## src/hw/rtl/gsbp_pkg.sv

```systemverilog
// ----------------------------------------------------------------------------
// gsbp_pkg
// Shared types and constants of the single-bin Goertzel power detector.
// ----------------------------------------------------------------------------
package gsbp_pkg;

	// Field widths
	localparam int TAP_WIDTH = 32;
	localparam int COEF_W    = 16;
	localparam int SAMPLE_W  = 16;
	localparam int POWER_W   = 64;
	localparam int FRAC_W    = 14;
	localparam int ROUND_HALF = 1 << (FRAC_W - 1);

	// Shared multiplier: wide enough for a tap and for the low word of c*tap
	localparam int LO_W   = 32;
	localparam int MUL_W  = ((TAP_WIDTH > LO_W) ? TAP_WIDTH : LO_W) + 1;
	localparam int PROD_W = 2 * MUL_W;
	localparam int CA_W   = TAP_WIDTH + COEF_W;
	localparam int HI_W   = CA_W - LO_W;
	localparam int ACC_W  = PROD_W + FRAC_W + 2;

	// Command queue between front and back end
	localparam int QUEUE_DEPTH = 2;
	localparam int QPTR_W      = (QUEUE_DEPTH > 1) ? $clog2(QUEUE_DEPTH) : 1;
	localparam int QCNT_W      = $clog2(QUEUE_DEPTH + 1);

	// APB register map
	localparam int APB_DATA_W = 32;
	localparam int PADDR_W    = 3;
	localparam int REG_IDX_W  = PADDR_W - 2;
	localparam logic [REG_IDX_W-1:0] REG_COEFFICIENT = '0;

	typedef enum logic [1:0] {
		OP_SAMPLE     = 2'd0,
		OP_SAVE_START = 2'd1,
		OP_SAVE_STOP  = 2'd2,
		OP_CLEAR      = 2'd3
	} opcode_t;

	// Decoded command as it sits in the queue
	typedef struct packed {
		logic                sample_op;
		logic                save_start;
		logic                save_stop;
		logic                clear;
		logic [SAMPLE_W-1:0] sample;
	} cmd_t;

	// Head of the queue as seen by the back end
	typedef struct packed {
		logic valid;
		cmd_t cmd;
	} head_t;

endpackage

```

## src/hw/rtl/gsbp_item_if.sv

```systemverilog
// ----------------------------------------------------------------------------
// gsbp_item_if
// Input channel: one operation with its sample per beat.
// ----------------------------------------------------------------------------
interface gsbp_item_if;
	logic                              valid;
	logic                              ready;
	gsbp_pkg::opcode_t                 opcode;
	logic [gsbp_pkg::SAMPLE_W-1:0]     sample;

	modport source (output valid, output opcode, output sample, input ready);
	modport sink   (input valid, input opcode, input sample, output ready);
endinterface

```

## src/hw/rtl/gsbp_result_if.sv

```systemverilog
// ----------------------------------------------------------------------------
// gsbp_result_if
// Output channel: current, start and stop power per beat.
// ----------------------------------------------------------------------------
interface gsbp_result_if;
	logic                          valid;
	logic                          ready;
	logic [gsbp_pkg::POWER_W-1:0]  power;
	logic [gsbp_pkg::POWER_W-1:0]  start_power;
	logic [gsbp_pkg::POWER_W-1:0]  stop_power;

	modport source (output valid, output power, output start_power, output stop_power,
		input ready);
	modport sink   (input valid, input power, input start_power, input stop_power,
		output ready);
endinterface

```

## src/hw/rtl/gsbp_cfg.sv

```systemverilog
// ----------------------------------------------------------------------------
// gsbp_cfg
// APB register file holding the Goertzel coefficient.
// ----------------------------------------------------------------------------
module gsbp_cfg (
	input  logic                            clk,
	input  logic                            arst_n,
	input  logic                            psel,
	input  logic                            penable,
	input  logic                            pwrite,
	input  logic [gsbp_pkg::PADDR_W-1:0]    paddr,
	input  logic [gsbp_pkg::APB_DATA_W-1:0] pwdata,
	output logic [gsbp_pkg::APB_DATA_W-1:0] prdata,
	output logic                            pready,
	output logic [gsbp_pkg::COEF_W-1:0]     coef
);
	import gsbp_pkg::*;

	logic [COEF_W-1:0]    coef_q;
	logic [REG_IDX_W-1:0] reg_idx;
	logic                 hit;

	assign reg_idx = paddr[PADDR_W-1:2];
	assign hit     = (reg_idx == REG_COEFFICIENT);
	assign pready  = 1'b1;
	assign coef    = coef_q;

	// Take the write in the access phase
	always_ff @(posedge clk or negedge arst_n) begin
		if (!arst_n) begin
			coef_q <= '0;
		end else if (psel && penable && pwrite && hit) begin
			coef_q <= pwdata[COEF_W-1:0];
		end
	end

	// Return the coefficient sign-extended, zero elsewhere
	always_comb begin
		prdata = '0;
		if (hit) begin
			prdata = {{(APB_DATA_W-COEF_W){coef_q[COEF_W-1]}}, coef_q};
		end
	end

endmodule

```

## src/hw/rtl/gsbp_front.sv

```systemverilog
// ----------------------------------------------------------------------------
// gsbp_front
// Accepts input beats, decodes the opcode and queues the command.
// ----------------------------------------------------------------------------
module gsbp_front (
	input  logic            clk,
	input  logic            arst_n,
	gsbp_item_if.sink       req,
	output gsbp_pkg::head_t head,
	input  logic            pop
);
	import gsbp_pkg::*;

	cmd_t              mem_q [QUEUE_DEPTH];
	logic [QPTR_W-1:0] wr_ptr_q;
	logic [QPTR_W-1:0] rd_ptr_q;
	logic [QCNT_W-1:0] cnt_q;
	cmd_t              dec;
	logic              push;

	// Decode the opcode into one-hot command flags
	always_comb begin
		dec        = '0;
		dec.sample = req.sample;
		case (req.opcode)
			OP_SAMPLE:     dec.sample_op  = 1'b1;
			OP_SAVE_START: dec.save_start = 1'b1;
			OP_SAVE_STOP:  dec.save_stop  = 1'b1;
			OP_CLEAR:      dec.clear      = 1'b1;
			default:       dec.clear      = 1'b1;
		endcase
	end

	assign req.ready  = (cnt_q != QCNT_W'(QUEUE_DEPTH));
	assign push       = req.valid && req.ready;
	assign head.valid = (cnt_q != '0);
	assign head.cmd   = mem_q[rd_ptr_q];

	// Store the decoded command
	always_ff @(posedge clk) begin
		if (push) begin
			mem_q[wr_ptr_q] <= dec;
		end
	end

	// Advance pointers and fill count
	always_ff @(posedge clk or negedge arst_n) begin
		if (!arst_n) begin
			wr_ptr_q <= '0;
			rd_ptr_q <= '0;
			cnt_q    <= '0;
		end else begin
			if (push) begin
				wr_ptr_q <= (wr_ptr_q == QPTR_W'(QUEUE_DEPTH - 1)) ? '0 : wr_ptr_q + 1'b1;
			end
			if (pop) begin
				rd_ptr_q <= (rd_ptr_q == QPTR_W'(QUEUE_DEPTH - 1)) ? '0 : rd_ptr_q + 1'b1;
			end
			case ({push, pop})
				2'b10:   cnt_q <= cnt_q + 1'b1;
				2'b01:   cnt_q <= cnt_q - 1'b1;
				default: cnt_q <= cnt_q;
			endcase
		end
	end

endmodule

```

## src/hw/rtl/gsbp_back.sv

```systemverilog
// ----------------------------------------------------------------------------
// gsbp_back
// Executes queued commands: tap recurrence and bin power through one
// shared multiplier, power latches, and the output register.
// ----------------------------------------------------------------------------
module gsbp_back (
	input  logic                        clk,
	input  logic                        arst_n,
	input  logic [gsbp_pkg::COEF_W-1:0] coef,
	input  gsbp_pkg::head_t             head,
	output logic                        pop,
	gsbp_result_if.source               rsp
);
	import gsbp_pkg::*;

	localparam logic [2:0] ST_IDLE = 3'd0;
	localparam logic [2:0] ST_C0   = 3'd1;
	localparam logic [2:0] ST_C1   = 3'd2;
	localparam logic [2:0] ST_C2   = 3'd3;
	localparam logic [2:0] ST_C3   = 3'd4;
	localparam logic [2:0] ST_C4   = 3'd5;
	localparam logic [2:0] ST_C5   = 3'd6;

	localparam int MW     = CA_W + 1 - FRAC_W;
	localparam int TSUM_W = MW + 2;
	localparam int PSGN_W = ACC_W - FRAC_W - POWER_W + 1;

	logic [2:0]             state_q;
	logic [TAP_WIDTH-1:0]   tap_now_q, tap_one_q, tap_two_q;
	logic [POWER_W-1:0]     power_q, start_q, stop_q;
	logic [SAMPLE_W-1:0]    x_q;
	logic [CA_W-1:0]        ca_q;
	logic [ACC_W-1:0]       acc_q;
	logic [PROD_W-1:0]      p_q;
	logic                   rsp_valid_q;
	logic [POWER_W-1:0]     rsp_power_q, rsp_start_q, rsp_stop_q;

	logic signed [MUL_W-1:0]  mul_a, mul_b;
	logic signed [PROD_W-1:0] prod;
	logic [CA_W-1:0]          ca;
	logic [CA_W:0]            m_sum;
	logic [MW-1:0]            m;
	logic [TSUM_W-1:0]        t_sum;
	logic                     t_ovf;
	logic [TAP_WIDTH-1:0]     tap_sat;
	logic [ACC_W-1:0]         fin;
	logic                     pw_ovf;
	logic [POWER_W-1:0]       pw_sat;
	logic                     slot_free;
	logic                     done;
	logic [POWER_W-1:0]       power_nx, start_nx, stop_nx;

	// Select multiplier operands per step
	always_comb begin
		mul_a = '0;
		mul_b = '0;
		case (state_q)
			ST_C0: begin
				mul_a = {{(MUL_W-COEF_W){coef[COEF_W-1]}}, coef};
				mul_b = {{(MUL_W-TAP_WIDTH){tap_now_q[TAP_WIDTH-1]}}, tap_now_q};
			end
			ST_C1: begin
				mul_a = {{(MUL_W-TAP_WIDTH){tap_one_q[TAP_WIDTH-1]}}, tap_one_q};
				mul_b = mul_a;
			end
			ST_C2: begin
				mul_a = {{(MUL_W-TAP_WIDTH){tap_two_q[TAP_WIDTH-1]}}, tap_two_q};
				mul_b = mul_a;
			end
			ST_C3: begin
				mul_a = {{(MUL_W-LO_W){1'b0}}, ca_q[LO_W-1:0]};
				mul_b = {{(MUL_W-TAP_WIDTH){tap_two_q[TAP_WIDTH-1]}}, tap_two_q};
			end
			ST_C4: begin
				mul_a = {{(MUL_W-HI_W){ca_q[CA_W-1]}}, ca_q[CA_W-1:LO_W]};
				mul_b = {{(MUL_W-TAP_WIDTH){tap_two_q[TAP_WIDTH-1]}}, tap_two_q};
			end
			default: begin
				mul_a = '0;
				mul_b = '0;
			end
		endcase
	end

	assign prod = mul_a * mul_b;

	// New tap: round c*tap_one half up, subtract tap_two, add sample, saturate
	assign ca    = p_q[CA_W-1:0];
	assign m_sum = {ca[CA_W-1], ca} + (CA_W+1)'(ROUND_HALF);
	assign m     = m_sum[CA_W:FRAC_W];
	assign t_sum = {{(TSUM_W-MW){m[MW-1]}}, m}
		- {{(TSUM_W-TAP_WIDTH){tap_two_q[TAP_WIDTH-1]}}, tap_two_q}
		+ {{(TSUM_W-SAMPLE_W){x_q[SAMPLE_W-1]}}, x_q};
	assign t_ovf = (t_sum[TSUM_W-1:TAP_WIDTH-1]
		!= {(TSUM_W-TAP_WIDTH+1){t_sum[TSUM_W-1]}});
	assign tap_sat = !t_ovf ? t_sum[TAP_WIDTH-1:0]
		: (t_sum[TSUM_W-1] ? {1'b1, {(TAP_WIDTH-1){1'b0}}} : {1'b0, {(TAP_WIDTH-1){1'b1}}});

	// Last partial product closes the power sum; shift and saturate
	assign fin    = acc_q - {p_q[ACC_W-LO_W-1:0], {LO_W{1'b0}}};
	assign pw_ovf = (fin[ACC_W-1:FRAC_W+POWER_W-1] != {PSGN_W{fin[ACC_W-1]}});
	assign pw_sat = !pw_ovf ? fin[FRAC_W+POWER_W-1:FRAC_W]
		: (fin[ACC_W-1] ? {1'b1, {(POWER_W-1){1'b0}}} : {1'b0, {(POWER_W-1){1'b1}}});

	assign slot_free = !rsp_valid_q || rsp.ready;

	// Dequeue and finish decisions
	always_comb begin
		pop      = 1'b0;
		done     = 1'b0;
		power_nx = power_q;
		start_nx = start_q;
		stop_nx  = stop_q;
		case (state_q)
			ST_IDLE: begin
				if (head.valid) begin
					if (head.cmd.sample_op) begin
						pop = 1'b1;
					end else if (slot_free) begin
						pop  = 1'b1;
						done = 1'b1;
						if (head.cmd.save_start) start_nx = power_q;
						if (head.cmd.save_stop)  stop_nx  = power_q;
						if (head.cmd.clear)      power_nx = '0;
					end
				end
			end
			ST_C5: begin
				if (slot_free) begin
					done     = 1'b1;
					power_nx = pw_sat;
				end
			end
			default: begin
				pop  = 1'b0;
				done = 1'b0;
			end
		endcase
	end

	// Sequencer and filter state
	always_ff @(posedge clk or negedge arst_n) begin
		if (!arst_n) begin
			state_q   <= ST_IDLE;
			tap_now_q <= '0;
			tap_one_q <= '0;
			tap_two_q <= '0;
			power_q   <= '0;
			start_q   <= '0;
			stop_q    <= '0;
		end else begin
			if (done) begin
				power_q <= power_nx;
				start_q <= start_nx;
				stop_q  <= stop_nx;
			end
			case (state_q)
				ST_IDLE: begin
					if (pop && head.cmd.sample_op) begin
						state_q <= ST_C0;
					end
					if (pop && head.cmd.clear) begin
						tap_now_q <= '0;
						tap_one_q <= '0;
						tap_two_q <= '0;
					end
				end
				ST_C0: begin
					tap_two_q <= tap_one_q;
					tap_one_q <= tap_now_q;
					state_q   <= ST_C1;
				end
				ST_C1: begin
					tap_now_q <= tap_sat;
					state_q   <= ST_C2;
				end
				ST_C2: state_q <= ST_C3;
				ST_C3: state_q <= ST_C4;
				ST_C4: state_q <= ST_C5;
				ST_C5: begin
					if (done) begin
						state_q <= ST_IDLE;
					end
				end
				default: state_q <= ST_IDLE;
			endcase
		end
	end

	// Datapath registers: product, c*tap_one, power accumulator, sample
	always_ff @(posedge clk) begin
		if (state_q != ST_C5) begin
			p_q <= prod;
		end
		if (pop) begin
			x_q <= head.cmd.sample;
		end
		case (state_q)
			ST_C1: ca_q <= ca;
			ST_C2: acc_q <= {{(ACC_W-PROD_W-FRAC_W){p_q[PROD_W-1]}}, p_q, {FRAC_W{1'b0}}}
				+ ACC_W'(ROUND_HALF);
			ST_C3: acc_q <= acc_q
				+ {{(ACC_W-PROD_W-FRAC_W){p_q[PROD_W-1]}}, p_q, {FRAC_W{1'b0}}};
			ST_C4: acc_q <= acc_q - {{(ACC_W-PROD_W){p_q[PROD_W-1]}}, p_q};
			default: acc_q <= acc_q;
		endcase
	end

	// Output register: hold until taken
	always_ff @(posedge clk or negedge arst_n) begin
		if (!arst_n) begin
			rsp_valid_q <= 1'b0;
		end else if (done) begin
			rsp_valid_q <= 1'b1;
		end else if (rsp.ready) begin
			rsp_valid_q <= 1'b0;
		end
	end

	always_ff @(posedge clk) begin
		if (done) begin
			rsp_power_q <= power_nx;
			rsp_start_q <= start_nx;
			rsp_stop_q  <= stop_nx;
		end
	end

	assign rsp.valid       = rsp_valid_q;
	assign rsp.power       = rsp_power_q;
	assign rsp.start_power = rsp_start_q;
	assign rsp.stop_power  = rsp_stop_q;

endmodule

```

## src/hw/rtl/goertzel_single_bin_power_top.sv

```systemverilog
// ----------------------------------------------------------------------------
// goertzel_single_bin_power_top
// Single-bin Goertzel power detector with APB coefficient register.
// ----------------------------------------------------------------------------
// Each input beat is one operation and yields exactly one output beat with the
// current, start and stop power. A sample is dequeued, then five products go
// through a single shared 33x33 multiplier (c*tap, tap_one^2, tap_two^2 and two
// partial products of c*tap_one*tap_two), then the final round and saturate.
// Save-start, save-stop and clear complete in the same cycle as they are dequeued.
// A two-entry command queue sits in front of the back end, so input beats are
// taken while a sample is in flight or a result waits on the output register.
// The coefficient is written over APB at byte address 0.
module goertzel_single_bin_power_top (
	input  logic                            clk,
	input  logic                            arst_n,
	input  logic                            psel,
	input  logic                            penable,
	input  logic                            pwrite,
	input  logic [gsbp_pkg::PADDR_W-1:0]    paddr,
	input  logic [gsbp_pkg::APB_DATA_W-1:0] pwdata,
	output logic [gsbp_pkg::APB_DATA_W-1:0] prdata,
	output logic                            pready,
	gsbp_item_if.sink                       req,
	gsbp_result_if.source                   rsp
);
	import gsbp_pkg::*;

	logic [COEF_W-1:0] coef;
	head_t             head;
	logic              pop;

	gsbp_cfg u_cfg (
		.clk     (clk),
		.arst_n  (arst_n),
		.psel    (psel),
		.penable (penable),
		.pwrite  (pwrite),
		.paddr   (paddr),
		.pwdata  (pwdata),
		.prdata  (prdata),
		.pready  (pready),
		.coef    (coef)
	);

	gsbp_front u_front (
		.clk    (clk),
		.arst_n (arst_n),
		.req    (req),
		.head   (head),
		.pop    (pop)
	);

	gsbp_back u_back (
		.clk    (clk),
		.arst_n (arst_n),
		.coef   (coef),
		.head   (head),
		.pop    (pop),
		.rsp    (rsp)
	);

endmodule

```

## src/flat_wrapper.sv

```systemverilog
// flat-port wrapper written by rule: the top's interface ports become plain ports
module goertzel_single_bin_power_top_flat import gsbp_pkg::*;
  (clk, arst_n, psel, penable, pwrite, paddr, pwdata, prdata, pready, req_valid, req_opcode, req_sample, req_ready, rsp_valid, rsp_power, rsp_start_power, rsp_stop_power, rsp_ready);
  gsbp_item_if req_i ();
  gsbp_result_if rsp_i ();
  input  logic clk;
  input  logic arst_n;
  input  logic psel;
  input  logic penable;
  input  logic pwrite;
  input  logic [gsbp_pkg::PADDR_W-1:0] paddr;
  input  logic [gsbp_pkg::APB_DATA_W-1:0] pwdata;
  output logic [gsbp_pkg::APB_DATA_W-1:0] prdata;
  output logic pready;
  input wire logic [$bits(req_i.valid)-1:0] req_valid;
  input wire logic [$bits(req_i.opcode)-1:0] req_opcode;
  input wire logic [$bits(req_i.sample)-1:0] req_sample;
  output wire logic [$bits(req_i.ready)-1:0] req_ready;
  output wire logic [$bits(rsp_i.valid)-1:0] rsp_valid;
  output wire logic [$bits(rsp_i.power)-1:0] rsp_power;
  output wire logic [$bits(rsp_i.start_power)-1:0] rsp_start_power;
  output wire logic [$bits(rsp_i.stop_power)-1:0] rsp_stop_power;
  input wire logic [$bits(rsp_i.ready)-1:0] rsp_ready;
  assign req_i.valid = req_valid;
  assign req_i.opcode = req_opcode;
  assign req_i.sample = req_sample;
  assign req_ready = req_i.ready;
  assign rsp_valid = rsp_i.valid;
  assign rsp_power = rsp_i.power;
  assign rsp_start_power = rsp_i.start_power;
  assign rsp_stop_power = rsp_i.stop_power;
  assign rsp_i.ready = rsp_ready;
  goertzel_single_bin_power_top u_core (.clk(clk), .arst_n(arst_n), .psel(psel), .penable(penable), .pwrite(pwrite), .paddr(paddr), .pwdata(pwdata), .prdata(prdata), .pready(pready), .req(req_i), .rsp(rsp_i));
endmodule
```

## config.mk

```make
export PLATFORM = sky130hd
export DESIGN_NAME = goertzel_single_bin_power_top_flat
export DESIGN_NICKNAME = d
export VERILOG_FILES = /design/src/hw/rtl/gsbp_pkg.sv /design/src/hw/rtl/gsbp_item_if.sv /design/src/hw/rtl/gsbp_result_if.sv /design/src/hw/rtl/gsbp_cfg.sv /design/src/hw/rtl/gsbp_front.sv /design/src/hw/rtl/gsbp_back.sv /design/src/hw/rtl/goertzel_single_bin_power_top.sv /design/src/flat_wrapper.sv
export SDC_FILE = /design/constraint.sdc
export NUM_CORES = 2
export LEC_CHECK = 0
export BUFFER_PORTS_ARGS = -buffer_cell sky130_fd_sc_hd__buf_4
export CAP_MARGIN = 10
export CORE_MARGIN = 2
export CORE_UTILIZATION = 55
export DETAILED_ROUTE_END_ITERATION = 8
export PLACE_DENSITY = 0.72
export SLEW_MARGIN = 20
export SYNTH_ARGS = -nofsm -noshare
export SYNTH_HDL_FRONTEND = slang
export SYNTH_SLANG_ARGS = --single-unit
```

## constraint.sdc

```tcl
create_clock -name clk -period 12 [get_ports clk]
set_clock_uncertainty 0.05 [all_clocks]
set_input_delay 2.4 -clock clk [delete_from_list [all_inputs] [get_ports clk]]
set_output_delay 2.4 -clock clk [all_outputs]
set_load 0.02 [all_outputs]
```

-- Word-level counts from Yosys, hierarchy flattened
Memories as Yosys holds them, arrays and structs flattened.
Cells that the tools add are included.
- ROM bits: 0
- register bits after elaboration: 716
- memories kept: 1
- bits in latches: 0
- bits in writable memories: 40
- output and inout port bits: 227
- input bits: 60
- logic and storage cells: 120
- equality and inequality tests: 18
- divide/modulo/power cells: 0
- multipliers: 1
- add/subtract/negate cells: 11
- bitwise gates (word level): 1
- shift-type cells: 0
- $lt $le $gt $ge: 0
- reductions and logical operators: 20
- muxes and demuxes: 49
- memories (name ; words ; width ; rd ports ; clocked after Yosys merged registers in ; wr ports ; RTL line ; text):
    u_core.u_front.mem_q ; 2 ; 20 ; 1 ; 0 ; 1 ; gsbp_front.sv:14 ; cmd_t mem_q [QUEUE_DEPTH];
- operators by type and width (cell ; number):
    2-to-1 mux 64 bit ; 17
    case mux 82 bit (3 select lines) ; 1
    case mux 32 bit (2 select lines) ; 3
    case mux 33 bit (5 select lines) ; 1
    subtractor 82 bit ; 2
    2-to-1 mux 32 bit ; 4
    case mux 64 bit (2 select lines) ; 1
    case mux 33 bit (3 select lines) ; 1
    adder 82 bit ; 1
    adder 80 x 15 -> 81 bit (second input constant) ; 1
    multiplier 33 x 33 -> 66 bit ; 1
    adder 48 x 15 -> 49 bit (second input constant) ; 1
    adder 36 x 16 -> 37 bit ; 1
    subtractor 35 x 32 -> 36 bit ; 1
    case mux 3 bit (7 select lines) ; 1
    2-to-1 mux 1 bit ; 16
    nonzero test 2 bit ; 5
    == test 3 bit (second input constant) ; 3
    inequality test 2 bit (second input constant) ; 4
    == test 2 bit (second input constant) ; 3
    == test 3 x 2 -> 1 bit (second input constant) ; 2
    logical AND 1 bit ; 6
    2-to-1 mux 3 bit ; 2
    AND reduction 2 bit ; 3
    17 further kinds ; 19

-- Depth between registers and ports, before layout
- depth after elaboration: 9
- gate-level depth with buffers: 40
- mapped depth without buffers: 35

-- By module
A second synthesis with hierarchy kept.
- cells, all modules: 8416
- area total of the unflattened synthesis: 82515.4 sq um
- modules (own cells, without submodules) (module ; times used ; cells each ; area an instance (sq um) ; seq. area each (sq um)):
    gsbp_back ; 1 ; 8265 ; 79956.7 ; 19438.6
    gsbp_front ; 1 ; 82 ; 1662.8 ; 1301.2
    gsbp_cfg ; 1 ; 69 ; 895.9 ; 400.4

-- Worst setup path after synthesis
No wires, ideal clock.
- path kind: reg2reg
- from: register u_core.u_back.state_q[2]
- to: register u_core.u_back.p_q[63], data pin
- setup time: 0.255 ns
- stages on the path, launching flop included: 40
- path slack: 0.345 ns
- arrival: 11.350 ns
- path through: dfrtp_1 clkbuf_1 nand2b_1 clkbuf_1 nor2_1 nor2_1 inv_1 clkbuf_1 clkbuf_1 nand2_1 nand2_1 clkbuf_1 nand2_1 fa_1 fa_1 inv_1 fa_1 inv_1 [... 4 more ...] fa_1 inv_1 fa_1 inv_1 ha_1 clkbuf_1 inv_1 or4_1 a211oi_1 a311o_1 o21ai_0 nand3_1 a21oi_1 o31ai_1 a31oi_1 nor2_1 mux2i_1 and3_1
- longest elaborated chain between the ends: 4
- elaborated cells between the ends (all ways): 9
- classes of those cells: 1 x mul; 5 x eq/ne; 2 x mux; 1 x reduce/logical
- RTL lines (what ; RTL line ; text):
    from (decl) ; gsbp_back.sv:28 ; logic [2:0] state_q;
    from (signal assigned) ; gsbp_back.sv:144 ; state_q <= ST_IDLE;
    from (signal assigned) ; gsbp_back.sv:160 ; state_q <= ST_C0;
    from (signal assigned) ; gsbp_back.sv:171 ; state_q <= ST_C1;
    == test 3 bit or == test 3 x 2 -> 1 bit (tied branches) ; gsbp_back.sv:57 ; case (state_q)
    OR reduction 3 bit (no line) ; -- ;
    case mux 33 bit (3 select lines) ; gsbp_back.sv:57 ;
    multiplier 33 x 33 -> 66 bit (*) ; gsbp_back.sv:85 ; assign prod = mul_a * mul_b;
    net u_core.u_back.prod[63] ; gsbp_back.sv:39 ; logic signed [PROD_W-1:0] prod;
    to (signal assigned) ; gsbp_back.sv:193 ; p_q <= prod;
    to (decl) ; gsbp_back.sv:34 ; logic [PROD_W-1:0] p_q;
The timed path passes the listed nets; every way through them passes the cells marked *.
A chain may end at the register's enable or synchronous reset.

-- Worst setup path in the final report
Same ends and word-level chain as after synthesis.

==> flow_summary_export.csv <==
group,metric,value,unit
critical_path,crit_path_max_incr_delay,650,ps
clock_tree,clock_insertion_delay_worst_skew,710,ps
timing,final.setup.worst_slack,657,ps
timing,hold_violations,0,
clock_tree,cts_tree,"yes",
detailed_routing,remaining_drc_errors,0,
timing,fmax,88.2,MHz
yosys,synth.net_count,10256,
clock_tree,clkTransAtPathRegs,60,ps
critical_path,crit_fanout,34,
clock_tree,cts_root_buf,"clkbuf_16",
placement,gp_congestion,0.994,
grt,gr-usage-all-layers,35.1,%
timing,final.setup.tns,0,ps
timing,period_minus_slack,11340,ps
floorplan,die_y,393,um
floorplan,rows,142,
critical_path,start_kind,"flop",
yosys,ys_types,94,
power,p_per_area,311,nW/um^2
grt,grt_pass1_vias,66838,
grt,antenna_found_initial,2,
min_path,worstHoldPathType,"flop to flop",
floorplan,die_area,154000,um^2
critical_path,worstSetupPathType,"flop to flop",
yosys,syn_area,83100,um^2
yosys,synth-edff-count,444,
grt,overflow,0,
floorplan,dieWidth,393,um
critical_path,crit_required,12390,ps
detailed_routing,ant_nets,0,
yosys,synthCells,8558,
timing,tightest_slew,1150,ps
yosys,ys_seq_area_share,25.5,%
critical_path,cpMostUsedCell,"fa_1",
yosys,synthFlopType,"edfxtp_1",
placement,dp_hpwl,211000,um
yosys,yosysWarnings,0,
power,p_leak,41.7,nW
layout,area_delta_synth_final,8.71,%
yosys,synth_area_per_cell,9.71,um^2
critical_path,arrival,11740,ps
power,vdd_ir_drop_max,225,uV
layout,final.fill_count,12726,
yosys,async_flop_share,41.3,%
clock_tree,cts_max_path_buffers,3,
timing,relSlewSlack,21.3,%
run_status,run_status,"complete, no violations",
floorplan,fp.coreArea,150000,um^2
grt,grt_max_degree,156,
clock_tree,postCtsSetupRepairBufs,0,
detailed_routing,wl,267000,um
clock_tree,cts-htree-levels,3,
yosys,yosys-top-cells-area,"fa_1 (29%), edfxtp_1 (16%), dfrtp_1 (9.4%)",
critical_path,crit_slowest_cell,"dfrtp_1",
yosys,yosys.area.top_type,"fa_1",
run,cap_violations,0,
detailed_routing,drtIter0Drc,5823,
layout,layout-drive-gt1-share,11.5,%
placement,pre_cts_slack,667,ps
critical_path,cp_num_buf_inv,9,
timing,setup_viol,0,
critical_path,cp-end-kind,"flop",
detailed_routing,viasPerCell,5.98,
floorplan,ios,287,
detailed_routing,wl_per_cell,24.8,um
timing,slew_viol_final,0,
layout,nets,10379,
yosys,synth.top_cell.area_share,28.5,%
detailed_routing,first_pass_iters,6,
yosys,ys_seq_elements,756,
yosys,yosysMostFrequentCell,"inv_1",
placement,port-buffer-count,267,
grt,grt_pass1_wl,406000,um
clock_tree,cts.sinks,756,
layout,final_util,60.2,%
detailed_routing,via_count,64421,
clock_tree,numCtsBuffers,84,
timing,holdWs,452,ps
yosys,synth_common_cells,"inv_1 (1,302), fa_1 (1,184), nand2_1 (954)",
timing,rsz0062_at_grt,"no",
critical_path,critPathTopFamily,"adder cells",
timing,finalCritPeriodShare,94.5,%
layout,diodes,0,
floorplan,start_util,55.4,%
[cells in the final DEF (no fill, tap or decap), types with 31 or more instances in the layout]
master	count
nor2_1	897
o21ai_2	64
and2_1	41
clkbuf_16	87
nand2b_1	58
mux2_2	292
o21bai_1	71
nand4_1	56
xnor2_1	234
o22ai_1	42
mux2i_1	54
buf_4	446
a22o_1	69
nor3_1	49
nand3_1	89
o21ai_1	81
nor2b_1	53
ha_1	453
inv_1	1301
xor2_1	93
fa_1	1184
a22oi_1	49
edfxtp_1	444
dfrtp_1	311
a21o_1	147
and3_1	31
a21oi_1	367
o21a_1	51
a31oi_1	31
o21ai_0	259
nand2_1	952
[state kept, by name, summed over array words and instances (netlist names)]
name                           count
u_core.u_back.acc_q               82
u_core.u_back.p_q                 66
u_core.u_back.power_q             64
u_core.u_back.rsp.power           64
u_core.u_back.rsp.start_power     64
u_core.u_back.rsp.stop_power      64
u_core.u_back.start_q             64
u_core.u_back.stop_q              64
u_core.u_back.ca_q                48
u_core.u_front.mem_q              40
u_core.u_back.tap_now_q           32
u_core.u_back.tap_one_q           32
u_core.u_back.tap_two_q           32
u_core.u_back.x_q                 16
u_core.u_cfg.coef                 16
u_core.u_back.state_q              3
u_core.u_front.cnt_q               2
u_core.u_back.rsp.valid            1
u_core.u_front.rd_ptr_q            1
u_core.u_front.wr_ptr_q            1
[final timing paths]
| path | from | to | slack, ps | cells after the start |
|---|---|---|---|---|
| max | u_core.u_back.state_q[2] | u_core.u_back.p_q[63] | 660 | 35 |
| min | u_core.u_back.stop_q[8] | u_core.u_back.stop_q[8] | 450 | 1 |
| max reg2reg | u_core.u_back.state_q[2] | u_core.u_back.p_q[63] | 660 | 35 |
| min reg2reg | u_core.u_back.stop_q[8] | u_core.u_back.stop_q[8] | 450 | 1 |
| max in group asynchronous | arst_n | u_core.u_back.tap_two_q[29] | 8710 | 2 |
| min in group asynchronous | arst_n | u_core.u_back.start_q[8] | 1680 | 1 |
[area by class of cell]
| cell class | instances | area, um^2 | share of cell area [%] |
|---|---|---|---|
| clock buffer | 117 | 2410 | 2.67 |
| timing repair buffer | 455 | 3520 | 3.90 |
| inverter | 1304 | 4900 | 5.42 |
| multi-input combinational | 6080 | 55400 | 61.4 |
| tap | 2016 | 2520 | 2.79 |
| clock inverter | 41 | 382 | 0.423 |
| sequential | 756 | 21100 | 23.4 |
[routing by layer]
metal / part of all wire, % / track usage, % / up-vias
li1: - / - / 28091
met1: 39 / 46.1 / 32239
met2: 45 / 55.7 / 3398
met3: 10 / 7.91 / 691
met4: 5.5 / 16.2 / 2
met5: 0.0056 / 0 / -
[worst reg2reg max path: cells and delay by family, from the launching register on]
kind                     cells  cell delay, ps
flip-flops                   1             650
AO/OA/AOI/OAI                7            2110
buffers and inverters        9            1540
AND/OR/NAND/NOR              9            2350
adder cells (fa/ha/maj)      9            4320
multiplexers                 1              80
[through the flow]
step	cell area, um^2	cells	power [W]
2_1_floorplan	83100	8558	0.0186
3_3_place_gp	87500	10611	0.0246
3_5_place_dp	87500	10611	0.0250
4_1_cts	90300	10769	0.0277
5_1_grt	90300	10769	0.0301
6_report	90300	10769	0.0281
[logic make-up (layout without fill, tap and decap cells)]
| group | after synthesis | count (layout) | synth area share, % |
|---|---|---|---|
| buf+inv | 1722 | 1917 | 7.94 |
| fa+ha+maj | 1638 | 1638 | 35.4 |
| other cells | 1 | 1 | 0.00451 |
| simple gates | 2317 | 2317 | 11.7 |
| mux | 347 | 347 | 4.62 |
| xor+xnor | 327 | 327 | 3.45 |
| compound gates | 1450 | 1450 | 11.4 |
| flops | 756 | 756 | 25.5 |
[report_power, final]
group,leakage (nW),total (W),switching (W),internal (W)
sequential,8.46,0.00512,0.000942,0.00418
clock,1.37,0.00262,0.00113,0.00149
combinational,31.9,0.0204,0.0129,0.00744
total,41.7,0.0281,0.0150,0.0131
[repair_timing]
action / CTS / global route
resized for setup: 0 / 1
endpoints found under the setup margin: 0 / 1
hold buffers: 0 / 0
No activity file was read; power rests on OpenSTA's default activity.
